[src/hw/rtl/lsmm_pkg.sv]
// Shared types and constants for the lidar sector min/mean block.
// Used by every module of the block but lsmm_ram; depends on nothing else.
`default_nettype none

package lsmm_pkg;

	localparam int DIST_W     = 15;
	localparam int RAW_DIST_W = 16;
	localparam int ANGLE_W    = 9;
	localparam int MEAN_W     = 19;
	localparam int COUNT_W    = 9;
	localparam int STATUS_W   = 2;
	localparam int FRAC_W     = 4;
	localparam int IN_DATA_W  = 48;
	localparam int OUT_DATA_W = 48;

	localparam logic [DIST_W-1:0] DIST_SAT = 15'd19999;
	localparam logic [DIST_W-1:0] MIN_NONE = 15'd20000;

	typedef enum logic [STATUS_W-1:0] {
		ST_OK        = 2'd0,
		ST_BAD_ANGLE = 2'd1,
		ST_NO_DATA   = 2'd2
	} status_t;

	typedef enum logic {
		FN_STORE = 1'b0,
		FN_QUERY = 1'b1
	} func_t;

	typedef enum logic [2:0] {
		S_CLEAR,
		S_IDLE,
		S_WALK,
		S_DIV,
		S_DONE
	} state_t;

	typedef struct packed {
		logic clr;
		logic store;
		logic load;
		logic walk;
		logic div_init;
		logic div_step;
		logic emit;
	} cmd_t;

	typedef struct packed {
		logic clr_last;
		logic walk_done;
		logic skip_div;
		logic div_done;
		logic out_free;
	} stat_t;

endpackage

`default_nettype wire

[src/hw/rtl/lsmm_ctrl.sv]
// Controller state machine: clearing pass, item intake, sector walk, division, result.
// Depends on lsmm_pkg.
`default_nettype none

module lsmm_ctrl (
	input  wire logic            clk,
	input  wire logic            arst_n,
	input  wire logic            in_valid,
	input  wire logic            in_func,
	output logic                 in_ready,
	input  wire lsmm_pkg::stat_t stat,
	output lsmm_pkg::cmd_t       cmd
);

	import lsmm_pkg::*;

	state_t state_q;
	state_t state_d;

	always_ff @(posedge clk or negedge arst_n) begin
		if (!arst_n) begin
			state_q <= S_CLEAR;
		end else begin
			state_q <= state_d;
		end
	end

	always_comb begin
		state_d = state_q;
		unique case (state_q)
			S_CLEAR: if (stat.clr_last) state_d = S_IDLE;
			S_IDLE:  if (in_valid && in_func == FN_QUERY) state_d = S_WALK;
			S_WALK:  if (stat.walk_done) state_d = stat.skip_div ? S_DONE : S_DIV;
			S_DIV:   if (stat.div_done) state_d = S_DONE;
			S_DONE:  if (stat.out_free) state_d = S_IDLE;
			default: state_d = S_CLEAR;
		endcase
	end

	always_comb begin
		cmd      = '0;
		in_ready = 1'b0;
		unique case (state_q)
			S_CLEAR: cmd.clr = 1'b1;
			S_IDLE: begin
				in_ready  = 1'b1;
				cmd.store = in_valid && in_func == FN_STORE;
				cmd.load  = in_valid && in_func == FN_QUERY;
			end
			S_WALK: begin
				cmd.walk     = 1'b1;
				cmd.div_init = stat.walk_done && !stat.skip_div;
			end
			S_DIV:   cmd.div_step = 1'b1;
			S_DONE:  cmd.emit = stat.out_free;
			default: cmd = '0;
		endcase
	end

endmodule

`default_nettype wire

[config.mk]
export PLATFORM = sky130hd
export DESIGN_NAME = lsmm_ctrl
export DESIGN_NICKNAME = d
export VERILOG_FILES = /design/src/hw/rtl/lsmm_pkg.sv /design/src/hw/rtl/lsmm_ctrl.sv
export SDC_FILE = /design/constraint.sdc
export NUM_CORES = 1
export LEC_CHECK = 0
export BUFFER_PORTS_ARGS = -buffer_cell sky130_fd_sc_hd__buf_2
export CORE_AREA = 2 2 39 41
export DETAILED_ROUTE_END_ITERATION = 8
export DIE_AREA = 0 0 41 43
export GPL_TIMING_DRIVEN = 1
export PLACE_DENSITY = 0.52
export SLEW_MARGIN = 20
export SYNTH_ARGS = -nofsm -noshare
export SYNTH_HDL_FRONTEND = slang
export SYNTH_SLANG_ARGS = --single-unit
[constraint.sdc]
create_clock -name clk -period 3 [get_ports clk]
set_input_delay 0.15 -clock clk [delete_from_list [all_inputs] [get_ports clk]]
set_output_delay 0.15 -clock clk [all_outputs]
set_load 0.01 [all_outputs]
==> metrics.md <==
| Metric | Value |
|---|---|
| Core Region | 1380 um^2 |
| Syn Inst Count | 34 |
| CTS Sinks | 3 |
| Final Max Tran Viols | 0 |
| Startpoint types | flop |
| Final setup margin | about 1.5 ns |
| Initial antenna violation count | 0 |
| Initial DRC Count | 0 |
| R2r worst-path depth | 3 |
| CP max FO | 15 |
| Status | finished clean |
| Tmin final | about 1.5 ns |
| Vias in the first global route | between 200 and 300 |
| Dpl hpwl | 517 um |
| Setup violators final | 0 |
| Maxcap violations | 0 |
| Vias | 318 |
| CTS root buf | clkbuf_4 |
| Critical Path RT | roughly 2.9 ns |
| FF-to-FF setup slack | 1.81 ns |
| Placed cells | 64 |
| Final net count | 63 |
| Cell Rows | 14 |
| Sequential fraction of the synthesis area | between 20% and 30% |
| Fmax | about 700 MHz |
| Multi-input gate area | 179 um^2 |
| Buf/Inv on CP | 1 |
| GRT Overall Usage | about 8.9% |
| Hold WC Path Type | in2async |
| Global route total overflow | 0 |
| Synth warn | 0 |
| Least-Margin Pin Slew | between 0.4 and 0.5 ns |
| CP startpoint | state_q[1] |
| Longest Clk Path Bufs | 2 |
| WHS | about 0.24 ns |
| Post_cts resized | 0 |
| Routed WL | ~700 um |
| WP depth | 3 |
| Top Registers | state_q x3 |
| CP max-delay cell | dfrtp_1 |
| RSZ-0062 raised after global routing | false |
| CTS tree | yes |
| Reg2reg end | state_q[0] |
| Fin Clk Skew | about 0.0025 ns |
| CP top delay family | flip-flops |
| Critical Path End Type | primary output |
| Area grow syn2layout | 45.8% |
| Clock Pin Slew Worst Setup and Hold Paths | approximately 0.040 ns |
| Initial Util | between 10% and 20% |
| Chip width | 41 um |
| Synth Cell Area | approximately 270 um^2 |
| Die Ht | 43 um |
| Hold Vio Cnt, Final | 0 |
| Max FFs per register | 3 |
| FILL cells | 156 |
| Worst setup endpoint | cmd[4] |
| Cell Chain, Critical Path | nor3b_2 > and3_1 > buf_2 |
| Port bufs | 16 |
| Worst stage delay on the critical path | 0.52 ns |
| Setup TNS | 0 ns |
| Mapped Nets | 43 |
| GP Congestion | about 0.7 |
| Die footprint | between 1500 and 2000 um^2 |
| Fin util | 28.5% |
| Maximum vdd ir drop | about 290 uV |
| PD cells | ~800 nW/um^2 |
| Period utilisation layout | ~49% |
| DRC errors left | 0 |
| WL per Instance | around 10 um |
| First-pass GRT wire length | about 1000 um |
| Place WS | approximately 1.8 ns |
| Post-synthesis average cell area | 7.95 um^2 |
| CTS buffer count | 3 |
| Vias per cell | between 4 and 5 |
| Layout cells sized above 1 | between 40% and 50% |
| CP Data Arrival Time | approximately 1.3 ns |
| Post-route ant nets | 0 |
| Post-CTS setup buffers | 0 |
| Synth cell types | 22 |
| Pin count of the biggest net entering global routing | 16 |
| CTS Hold Bufs | 1 |
| Pwr Total | 0.318 mW |
| Drt first pass iters | 1 |
| Largest register by flop count | state_q |
| Fin area | 394 um^2 |
| Fin cells | ~70 |
| FF-to-FF Start | state_q[1] |
| Worst slew margin | around 71% |
| IO Count | 17 |
| Clk_lat worst skew | 0.23 ns |
| Crit Path Class | reg2out |
| Synthesized flop and latch total | 3 |
| Diodes inserted | 0 |
| Placed cell area | ~360 um^2 |
| H-tree levels | 1 |
| Register area | between 70 and 80 um^2 |
| Static leakage | approximately 0.2 nW |
-- layout by cell type (no fill, tap or decap), drive strengths merged, types with 2 or more instances in the layout --
master	Yosys	layout
buf	2	16
nand2	6	6
clkbuf	0	4
nor2	3	3
dfrtp	3	3
and3	3	3
nand3b	2	2
o21ai	2	2
-- where the power goes --
part	internal [mW]	switching, mW	total [mW]	leakage, nW
registers	0.0560	0.0454	0.101	0.0384
logic	0.0745	0.0707	0.145	0.147
clock network	0.0499	0.0212	0.0711	0.0150
total	0.180	0.137	0.318	0.201
-- per-layer routing --
layer | part of all wire [%] | vias to the layer above | track usage, % | wire length [um]
li1 | - | 164 | - | -
met1 | 47 | 145 | 10.1 | 328
met2 | 49 | 9 | 13.1 | 344
met3 | 4.3 | 0 | 1.57 | 30
met4 | 0 | 0 | 8.00 | 0
met5 | 0 | - | 0 | 0
-- logic make-up (layout without fill, tap and decap cells) --
logic type | count (synthesis) | after routing | share of synthesized area, %
buf+inv | 3 | 22 | 6.02
flops | 3 | 3 | 27.8
simple gates | 21 | 21 | 48.1
compound gates | 7 | 7 | 18.1
-- synthesized netlist by cell type --
cell       instances  area, um^2
nor2_1             3        11.3
nor3_1             1        5.00
a211oi_1           1        7.51
and3_2             2        15.0
buf_4              1        7.51
a31oi_1            1        6.26
nor4_2             1        12.5
inv_2              1        3.75
nand2_1            6        22.5
and2_1             1        6.26
nand4b_1           1        8.76
nand3b_1           2        15.0
a22oi_1            1        7.51
a31o_1             1        8.76
nor3b_2            1        12.5
buf_2              1        5.00
and3_1             1        6.26
o2111ai_1          1        8.76
o21ai_0            2        10.0
dfrtp_1            3        75.1
and3b_1            1        8.76
nor2b_1            1        6.26
-- worst min-delay path by stage --
stage	cells after the start	endpoint	slack (ns)	startpoint
after global placement	1	state_q[2]	-0.05	arst_n
final	2	state_q[1]	0.24	arst_n
after global routing	2	state_q[1]	0.25	arst_n
after detailed placement	1	state_q[2]	-0.05	arst_n
after CTS	2	state_q[2]	0.24	arst_n
after floorplan	0	state_q[0]	-0.15	arst_n
-- layout make-up --
type / instances / area share [%]
Multi-Input combinational cell: 28 / 45.4
Timing Repair Buffer: 17 / 22.9
Sequential cell: 3 / 19.0
Clock buffer: 4 / 6.67
Tap cell: 16 / 5.08
Inverter: 1 / 0.952
-- worst register-to-register path, cell delays in order (launching register included) --
cell and delay [ns]:
dfrtp_1 0.60, nor2b_1 0.09, a211oi_1 0.23, o21ai_0 0.13
Note: power is estimated with default switching activity, not from simulation.
